==> src/design/wfsc_pkg.sv <==
// Shared types, constants and microprogram for the wall-follow stepper controller.
package wfsc_pkg;

  localparam int PHASE_COUNT = 8;
  localparam int PC_W = 5;

  localparam logic [PC_W-1:0] FIN_STEP = PC_W'(19);

  localparam logic signed [15:0] HALT_LIMIT = 16'sd65;
  localparam logic signed [15:0] BAND_32 = 16'sd60;
  localparam logic signed [15:0] BAND_29 = 16'sd55;
  localparam logic signed [15:0] BAND_26 = 16'sd50;
  localparam logic signed [15:0] BAND_23 = 16'sd45;

  localparam logic [5:0] PERIOD_RESET = 6'd20;

  localparam logic [7:0] LEFT_PAT [8] = '{8'hC0, 8'h80, 8'h90, 8'h10,
                                          8'h30, 8'h20, 8'h60, 8'h40};
  localparam logic [7:0] RIGHT_PAT [8] = '{8'h03, 8'h01, 8'h09, 8'h08,
                                           8'h0C, 8'h04, 8'h06, 8'h02};

  typedef enum logic [2:0] {
    REG_FILTER_DIVIDE,
    REG_COEF_A1,
    REG_COEF_A2,
    REG_COEF_B0,
    REG_COEF_B1,
    REG_COEF_B2,
    REG_SIDE_TARGET
  } reg_idx_e;

  typedef enum logic [2:0] {ACC_NOP, ACC_LDX, ACC_SUB, ACC_ADD, ACC_LDP} acc_op_e;
  typedef enum logic [2:0] {CF_A1, CF_A2, CF_B0, CF_B1, CF_B2} coef_sel_e;
  typedef enum logic [1:0] {OP_D0, OP_D1, OP_W} opnd_sel_e;

  // one control word of the microprogram
  typedef struct packed {
    logic            skip_nf;  // jump to target when no filter update
    logic [PC_W-1:0] target;
    logic            mul_en;
    coef_sel_e       coef;
    opnd_sel_e       opnd;
    acc_op_e         acc;
    logic            wr_w;     // w <= acc[29:14]
    logic            wr_out;   // value <= acc[29:14], shift delay line
    logic            ch;       // 0 front, 1 side
    logic            fin;      // band / wheel update, load result
  } uword_t;

  function automatic uword_t uw(logic mul, coef_sel_e cf, opnd_sel_e op, acc_op_e ac,
                                logic wrw, logic wro, logic ch);
    uword_t w;
    w = '0;
    w.mul_en = mul;
    w.coef   = cf;
    w.opnd   = op;
    w.acc    = ac;
    w.wr_w   = wrw;
    w.wr_out = wro;
    w.ch     = ch;
    return w;
  endfunction

  // biquad program for one channel, step k of 0..8
  function automatic uword_t chan_step(logic [3:0] k, logic ch);
    uword_t w;
    w = '0;
    case (k)
      4'd0:    w = uw(1'b1, CF_A1, OP_D0, ACC_LDX, 1'b0, 1'b0, ch);
      4'd1:    w = uw(1'b1, CF_A2, OP_D1, ACC_SUB, 1'b0, 1'b0, ch);
      4'd2:    w = uw(1'b0, CF_A1, OP_D0, ACC_SUB, 1'b0, 1'b0, ch);
      4'd3:    w = uw(1'b0, CF_A1, OP_D0, ACC_NOP, 1'b1, 1'b0, ch);
      4'd4:    w = uw(1'b1, CF_B0, OP_W,  ACC_NOP, 1'b0, 1'b0, ch);
      4'd5:    w = uw(1'b1, CF_B1, OP_D0, ACC_LDP, 1'b0, 1'b0, ch);
      4'd6:    w = uw(1'b1, CF_B2, OP_D1, ACC_ADD, 1'b0, 1'b0, ch);
      4'd7:    w = uw(1'b0, CF_A1, OP_D0, ACC_ADD, 1'b0, 1'b0, ch);
      4'd8:    w = uw(1'b0, CF_A1, OP_D0, ACC_NOP, 1'b0, 1'b1, ch);
      default: w = '0;
    endcase
    return w;
  endfunction

  // program ROM: step 0 dispatch, 1..9 front, 10..18 side, 19 finish
  function automatic uword_t ucode(logic [PC_W-1:0] pc);
    uword_t w;
    w = '0;
    if (pc == '0) begin
      w.skip_nf = 1'b1;
      w.target  = FIN_STEP;
    end else if (pc <= PC_W'(9)) begin
      w = chan_step(4'(pc - PC_W'(1)), 1'b0);
    end else if (pc <= PC_W'(18)) begin
      w = chan_step(4'(pc - PC_W'(10)), 1'b1);
    end else begin
      w.fin = 1'b1;
    end
    return w;
  endfunction

  function automatic logic [2:0] next_phase(logic [2:0] p);
    logic [3:0] n;
    n = {1'b0, p} + 4'd1;
    return (n >= 4'(PHASE_COUNT)) ? 3'd0 : n[2:0];
  endfunction

endpackage

==> src/design/wfsc_seq.sv <==
// Microprogram sequencer: step counter, ROM fetch and conditional jump.
module wfsc_seq import wfsc_pkg::*; (
  input  logic   clk_i,
  input  logic   rst_ni,
  input  logic   start_i,    // item accepted
  input  logic   upd_i,      // this item updates the filters
  input  logic   hold_i,     // result slot still full
  output logic   busy_o,
  output uword_t ctrl_o
);

  logic            busy_q, busy_d;
  logic [PC_W-1:0] pc_q, pc_d;
  uword_t          word;

  assign word   = ucode(pc_q);
  assign ctrl_o = busy_q ? word : '0;
  assign busy_o = busy_q;

  always_comb begin
    busy_d = busy_q;
    pc_d   = pc_q;
    if (!busy_q) begin
      if (start_i) begin
        busy_d = 1'b1;
        pc_d   = '0;
      end
    end else if (word.fin) begin
      if (!hold_i) busy_d = 1'b0;
    end else if (word.skip_nf && !upd_i) begin
      pc_d = word.target;
    end else begin
      pc_d = pc_q + PC_W'(1);
    end
  end

  always_ff @(posedge clk_i or negedge rst_ni) begin
    if (!rst_ni) begin
      busy_q <= 1'b0;
      pc_q   <= '0;
    end else begin
      busy_q <= busy_d;
      pc_q   <= pc_d;
    end
  end

endmodule

==> src/design/wall_follow_stepper_controller.sv <==
// Top level: wall-follow controller with biquad filters and half-step stepper drive.
//
// One input item is one control tick with a front and a side distance sample;
// every tick yields exactly one result item with the coil pattern, the halt
// flag and both filtered distances. A tick without a filter update runs only
// the dispatch and finish steps; a tick that updates the filters (every
// filter_divide ticks) also runs the microprogram that drives both biquads
// through one shared 16x16 multiplier and a 32-bit accumulator, nine steps
// per channel. No new item is taken while the sequencer is busy. The result
// sits in an output register, so the next item is taken while it waits; the
// finish step holds only when that register is still full. Configuration
// writes are taken at any time but are meant for idle periods.
module wall_follow_stepper_controller import wfsc_pkg::*; (
  input  logic        clk_i,
  input  logic        rst_ni,
  // input items
  input  logic        s_axis_tvalid,
  output logic        s_axis_tready,
  input  logic [15:0] s_axis_tdata,   // [7:0] front_sample, [15:8] side_sample
  // result items
  output logic        m_axis_tvalid,
  input  logic        m_axis_tready,
  output logic [47:0] m_axis_tdata,   // [7:0] coil_pattern, [8] halted,
                                      // [24:9] front_filtered, [40:25] side_filtered
  // configuration
  input  logic        cfg_we_i,
  input  logic [2:0]  cfg_idx_i,
  input  logic [15:0] cfg_data_i
);

  // configuration registers
  logic        [7:0]  divide_q;
  logic signed [15:0] a1_q, a2_q, b0_q, b1_q, b2_q, target_q;

  always_ff @(posedge clk_i or negedge rst_ni) begin
    if (!rst_ni) begin
      divide_q <= 8'd10;
      a1_q     <= -16'sd25575;
      a2_q     <= 16'sd10508;
      b0_q     <= 16'sd329;
      b1_q     <= 16'sd658;
      b2_q     <= 16'sd329;
      target_q <= 16'sd46;
    end else if (cfg_we_i) begin
      case (reg_idx_e'(cfg_idx_i))
        REG_FILTER_DIVIDE: divide_q <= cfg_data_i[7:0];
        REG_COEF_A1:       a1_q     <= cfg_data_i;
        REG_COEF_A2:       a2_q     <= cfg_data_i;
        REG_COEF_B0:       b0_q     <= cfg_data_i;
        REG_COEF_B1:       b1_q     <= cfg_data_i;
        REG_COEF_B2:       b2_q     <= cfg_data_i;
        REG_SIDE_TARGET:   target_q <= cfg_data_i;
        default: ;
      endcase
    end
  end

  // sequencer
  logic   busy, out_full, accept, fire;
  logic   upd_q, upd_d;
  uword_t ctrl;

  assign s_axis_tready = !busy;
  assign accept        = s_axis_tvalid && s_axis_tready;
  assign out_full      = m_axis_tvalid && !m_axis_tready;
  assign fire          = ctrl.fin && !out_full;

  wfsc_seq u_seq (
    .clk_i   (clk_i),
    .rst_ni  (rst_ni),
    .start_i (accept),
    .upd_i   (upd_q),
    .hold_i  (out_full),
    .busy_o  (busy),
    .ctrl_o  (ctrl)
  );

  // filter tick divider, evaluated when the item is taken
  logic [7:0] ftc_q, ftc_d, ftc_inc;

  assign ftc_inc = ftc_q + 8'd1;
  assign upd_d   = (ftc_inc == divide_q);
  assign ftc_d   = upd_d ? 8'd0 : ftc_inc;

  always_ff @(posedge clk_i or negedge rst_ni) begin
    if (!rst_ni) begin
      ftc_q <= '0;
      upd_q <= 1'b0;
    end else if (accept) begin
      ftc_q <= ftc_d;
      upd_q <= upd_d;
    end
  end

  // latched samples
  logic [7:0] front_in_q, side_in_q;

  always_ff @(posedge clk_i) begin
    if (accept) begin
      front_in_q <= s_axis_tdata[7:0];
      side_in_q  <= s_axis_tdata[15:8];
    end
  end

  // biquad datapath: shared multiplier, product register, accumulator
  logic signed [15:0] front_d0_q, front_d1_q, side_d0_q, side_d1_q;
  logic signed [15:0] front_val_q, side_val_q, w_q;
  logic signed [15:0] coef_mux, opnd_mux, d0_mux, d1_mux;
  logic signed [31:0] prod_q, prod_d, acc_q, acc_d;
  logic        [7:0]  x_mux;

  assign d0_mux = ctrl.ch ? side_d0_q : front_d0_q;
  assign d1_mux = ctrl.ch ? side_d1_q : front_d1_q;
  assign x_mux  = ctrl.ch ? side_in_q : front_in_q;

  always_comb begin
    case (ctrl.coef)
      CF_A1:   coef_mux = a1_q;
      CF_A2:   coef_mux = a2_q;
      CF_B0:   coef_mux = b0_q;
      CF_B1:   coef_mux = b1_q;
      CF_B2:   coef_mux = b2_q;
      default: coef_mux = a1_q;
    endcase
    case (ctrl.opnd)
      OP_D0:   opnd_mux = d0_mux;
      OP_D1:   opnd_mux = d1_mux;
      OP_W:    opnd_mux = w_q;
      default: opnd_mux = d0_mux;
    endcase
  end

  // 16x16 signed product is exact in 32 bits
  assign prod_d = 32'(coef_mux) * 32'(opnd_mux);

  always_comb begin
    case (ctrl.acc)
      ACC_LDX: acc_d = {10'd0, x_mux, 14'd0};
      ACC_SUB: acc_d = acc_q - prod_q;
      ACC_ADD: acc_d = acc_q + prod_q;
      ACC_LDP: acc_d = prod_q;
      default: acc_d = acc_q;
    endcase
  end

  always_ff @(posedge clk_i) begin
    if (ctrl.mul_en) prod_q <= prod_d;
    acc_q <= acc_d;
    if (ctrl.wr_w) w_q <= acc_q[29:14];
  end

  // filter state: value and two-deep delay line per channel
  always_ff @(posedge clk_i or negedge rst_ni) begin
    if (!rst_ni) begin
      front_d0_q  <= '0;
      front_d1_q  <= '0;
      side_d0_q   <= '0;
      side_d1_q   <= '0;
      front_val_q <= '0;
      side_val_q  <= '0;
    end else if (ctrl.wr_out) begin
      if (ctrl.ch) begin
        side_val_q <= acc_q[29:14];
        side_d1_q  <= side_d0_q;
        side_d0_q  <= w_q;
      end else begin
        front_val_q <= acc_q[29:14];
        front_d1_q  <= front_d0_q;
        front_d0_q  <= w_q;
      end
    end
  end

  // bands, wheel timing and coil pattern, all in the finish step
  logic [5:0] lp_q, lp_d, band, rp;
  logic [7:0] lt_q, rt_q, lt_inc, rt_inc, lt_d, rt_d;
  logic [2:0] lph_q, rph_q, lph_d, rph_d;
  logic [7:0] coil_q, coil_d;
  logic       halt, step_l, step_r;

  assign halt = (front_val_q > HALT_LIMIT);

  always_comb begin
    if      (front_val_q > BAND_32) band = 6'd32;
    else if (front_val_q > BAND_29) band = 6'd29;
    else if (front_val_q > BAND_26) band = 6'd26;
    else if (front_val_q > BAND_23) band = 6'd23;
    else                            band = PERIOD_RESET;
  end

  assign lp_d = halt ? lp_q : band;

  always_comb begin
    if      (side_val_q > target_q) rp = lp_d - 6'd5;
    else if (side_val_q < target_q) rp = lp_d + 6'd2;
    else                            rp = lp_d;
  end

  // tick counts saturate at 255
  assign lt_inc = (lt_q == 8'hFF) ? lt_q : lt_q + 8'd1;
  assign rt_inc = (rt_q == 8'hFF) ? rt_q : rt_q + 8'd1;

  assign step_l = !halt && (lt_inc >= {2'b00, lp_d});
  assign step_r = !halt && (rt_inc >= {2'b00, rp});

  assign lt_d  = step_l ? 8'd0 : lt_inc;
  assign rt_d  = step_r ? 8'd0 : rt_inc;
  assign lph_d = step_l ? next_phase(lph_q) : lph_q;
  assign rph_d = step_r ? next_phase(rph_q) : rph_q;

  always_comb begin
    coil_d = coil_q;
    if (step_l) coil_d = {LEFT_PAT[lph_q][7:4], coil_d[3:0]};
    if (step_r) coil_d = {coil_d[7:4], RIGHT_PAT[rph_q][3:0]};
  end

  always_ff @(posedge clk_i or negedge rst_ni) begin
    if (!rst_ni) begin
      lp_q   <= PERIOD_RESET;
      lt_q   <= '0;
      rt_q   <= '0;
      lph_q  <= '0;
      rph_q  <= '0;
      coil_q <= '0;
    end else if (fire) begin
      lp_q   <= lp_d;
      lt_q   <= lt_d;
      rt_q   <= rt_d;
      lph_q  <= lph_d;
      rph_q  <= rph_d;
      coil_q <= coil_d;
    end
  end

  // result register
  logic        out_valid_q;
  logic [47:0] out_data_q;

  always_ff @(posedge clk_i or negedge rst_ni) begin
    if (!rst_ni) begin
      out_valid_q <= 1'b0;
    end else if (fire) begin
      out_valid_q <= 1'b1;
    end else if (m_axis_tready) begin
      out_valid_q <= 1'b0;
    end
  end

  always_ff @(posedge clk_i) begin
    if (fire) out_data_q <= {7'd0, side_val_q, front_val_q, halt, coil_d};
  end

  assign m_axis_tvalid = out_valid_q;
  assign m_axis_tdata  = out_data_q;

endmodule

==> config.mk <==
export PLATFORM = sky130hd
export DESIGN_NAME = wall_follow_stepper_controller
export DESIGN_NICKNAME = d
export VERILOG_FILES = /design/src/design/wfsc_pkg.sv /design/src/design/wfsc_seq.sv /design/src/design/wall_follow_stepper_controller.sv
export SDC_FILE = /design/constraint.sdc
export NUM_CORES = 1
export LEC_CHECK = 0
export BUFFER_PORTS_ARGS = -buffer_cell sky130_fd_sc_hd__buf_2
export CAP_MARGIN = 20
export CORE_MARGIN = 5
export CORE_UTILIZATION = 59
export CTS_BUF_LIST = sky130_fd_sc_hd__clkbuf_4
export CTS_CLUSTER_DIAMETER = 80
export DETAILED_ROUTE_END_ITERATION = 7
export PLACE_DENSITY = 0.82
export SKIP_CTS_REPAIR_TIMING = 1
export SLEW_MARGIN = 5
export SYNTH_ARGS = -nofsm -noshare
export SYNTH_HDL_FRONTEND = slang
export SYNTH_SLANG_ARGS = --single-unit
==> constraint.sdc <==
create_clock -name clk_i -period 9.7 [get_ports clk_i]
set_input_delay 0 -clock clk_i [delete_from_list [all_inputs] [get_ports clk_i]]
set_output_delay 0 -clock clk_i [all_outputs]
set_load 0.02 [all_outputs]
==> qor.txt <==
post-synth top area share: 0.188
met1 usage: 0.348
Via Count: 21700
complex-gate fraction of the synthesized area: 0.0938
Netlist Area Pre-Place: 29300 um2
Max Buffers Root-to-Sink: 3
RePlAce Congestion: 1.01
IO Count: 90
Vias per Instance: 5.82
total global routing overflow: 0
Die H: 233 um
largest family of logic cells by synthesized area: adder cells
DRC viols: 0
largest net degree at the start of global routing: 92
post-route cell area: 32600 um2
H-tree Lvls: 3
Clk Latency, worst-skew pair: 0.86 ns
DRT iter0 DRCs: 1832
prevailing post-synth register cell: dfrtp_1
top post-synthesis cells by area: dfrtp_1 19%, fa_1 17%, edfxtp_1 14%
Peak Freq: 107 MHz
Synth Warn #: 0
Die Area: 54100 um2
Yosys top cell by area: dfrtp_1
setup TNS: 0 ns
Cells after Synth: 2764
Sink Count: 385
worst-path maximum fanout: 11
Final nets: 3430
max FFs per register: 41
RSZ-0062 raised after global routing: true
synthesis-to-layout area growth: 11.6%
simple-gate portion of the synthesized area: 0.110
Max-Cap Viols: 0
sequential area share after synthesis: 0.353
post-synthesis xor/xnor area fraction: 0.0375
FFs w/ async S/R, synth: 0.655
GR Layer Usage met3: 0.0505
busiest grt layer: met2
fraction of layout cells with a size suffix above 1: 0.205
critical path data arrival time: 9.94 ns
chip width: 233 um
Initial Util: 0.598
antenna-violating nets left: 0
Synth Area in Adders: 0.240
Bufs and invs on worst path: 6
Hold Startpoint: cfg_data_i[1]
WL/cell: 19.7 um
IO Port Bufs: 82
endpoints failing hold: 0
skew final: 0.0655 ns
first-pass iteration count of the detailed router: 5
min Tclk post-route: 9.32 ns
Synth cell types: 100
met2 Track Usage GR: 0.453
fill cell count: 3550
Critical Path End Type: flip-flop
post-DP HPWL: 54.9 mm
cell repeated most along the worst path: fa_1
final WL: 73.3 mm
worst r2r src: u_seq.pc_q[1]$_DFFE_PN0P_
antenna violations before repair: 2
Min-Delay Path Class: in -> reg
outcome: finished clean
CTS tree: done
CTS Buf Count: 98
Post-DP Area: 30500 um2
CP required: 10.32 ns
number of synthesized flops with an enable pin: 133
crit start category: flip-flop
slew margin rel.: 0.247
num rows: 81
max incr delay on CP: 0.62 ns
mux share of post-synthesis cell area: 0.101
post-synthesis area per instance: 10.6 um2
period utilization: 0.961
CP Class: reg -> reg
Setup crit start: u_seq.pc_q[1]$_DFFE_PN0P_
Worst Tran Pin Value: 1.12 ns
#FFs+latches synth: 385
Final Max Slew Viols: 0
vias in the first global route: 22700
core box area: 49000 um2
gr usage total: 0.272
first-pass GRT wire length: 117 mm
crit-path leading delay family: adder cells
clock root cell: clkbuf_4
Slowest-stage cell, CP: fa_1
CTS clock-pin slew for the worst setup and hold paths: 0.07 ns
# setup viols final: 0
placed cells by master (no fill, tap or decap), types with 9 or more instances in the layout:
cell / count
ha_1: 158
edfxtp_1: 133
inv_1: 381
dfrtp_1: 218
nor3_1: 24
and3_1: 12
clkinv_2: 16
mux2_2: 224
clkbuf_4: 136
xor2_1: 37
o21a_1: 20
o31ai_1: 14
o21ai_0: 104
a21o_1: 36
nand2b_1: 29
a31oi_1: 17
nor2b_1: 28
xnor2_1: 81
a211oi_1: 9
dlygate4sd3_1: 64
clkinv_1: 27
nand2_1: 270
fa_1: 247
o21ai_1: 16
o22ai_1: 14
nor2_1: 197
buf_4: 50
and2_1: 18
nand4_1: 17
mux2i_1: 41
dfstp_2: 32
a21oi_1: 73
buf_2: 81
nand3_1: 34
a221oi_1: 11
or3_1: 10
per-layer routing:
layer  wire, um  vias up
li1           -     9783
met5          0        -
met2      35800      935
met1      28800    10700
met4       3220        0
met3       5420      232
cell families after synthesis:
logic type	Yosys count
buffers and inverters	480
xor gates and xnor gates	122
other	1
DFF	385
adders and majority gates	412
muxes	266
AOI/OAI and AO/OA	406
and+or+nand+nor	692
cell type report:
| class | count | area (um2) | area share |
|---|---|---|---|
| multi-input combinational | 1906 | 17200 | 0.526 |
| sequential | 385 | 10300 | 0.317 |
| timing repair buffer | 203 | 1560 | 0.0478 |
| inverter | 384 | 1450 | 0.0443 |
| clock buffer | 135 | 1010 | 0.0310 |
| tap | 664 | 831 | 0.0254 |
| clock inverter | 50 | 270 | 0.00828 |
| antenna | 4 | 10.0 | 0.000307 |
stage by stage:
step	hold WS (ns)	setup slack, ns	std cells	util
final	0.0276	0.376	3731	0.667
after global routing	0.0151	-0.0580	3729	0.667
after CTS	-0.875	-0.0116	3653	0.649
after detailed placement	0.0689	-0.0107	3468	0.622
after global placement	0.0560	0.207	3466	0.622
after floorplan	-0.296	0.627	2770	-
Yosys cell counts, types with 9 or more instances:
cell	number
clkbuf_1	56
a221oi_1	11
nand2_1	272
and3_1	12
a211oi_1	9
nand4_1	17
ha_1	163
nor3_1	27
mux2_2	224
nor2b_1	28
o21a_1	20
nor2_1	198
or4_1	9
and2_1	18
fa_1	249
buf_4	14
mux2i_1	41
xor2_1	38
dfstp_2	32
nand2b_1	29
buf_2	18
or3_1	10
edfxtp_1	133
a31oi_1	18
inv_1	383
nand3_1	34
a21oi_1	74
xnor2_1	81
o21ai_0	104
a21o_1	39
o21ai_1	16
o22ai_1	14
dfrtp_1	220
o31ai_1	14
path summary, 6_finish.rpt:
| check | to | slack, ns | depth (start not counted) |
|---|---|---|---|
| worst min-delay path | b0_q[1]$_DFFE_PN0P_ | 0.03 | 3 |
| worst min register to register | m_axis_tdata[21]$_DFFE_PP_ | 0.48 | 0 |
| min in group asynchronous | a2_q[2]$_DFFE_PN1P_ | 0.31 | 3 |
| worst max register to register | prod_q[28]$_DFFE_PP_ | 0.38 | 32 |
| worst max-delay path | prod_q[28]$_DFFE_PP_ | 0.38 | 32 |
| max in group asynchronous | b2_q[2]$_DFFE_PN0P_ | 8.40 | 4 |
worst reg2reg max path, delay by kind of cell (launching register included):
family / cells / cell delay (ns)
flip-flops: 1 / 0.46
AO/OA/AOI/OAI: 11 / 2.59
buffers and inverters: 6 / 0.68
adder cells (fa/ha/maj): 9 / 4.36
AND/OR/NAND/NOR: 5 / 0.93
XOR/XNOR: 1 / 0.07
Power is left out: the tool's default activity adds up to more than one toggle a clock period on the data nets, which glitch-free logic cannot reach.
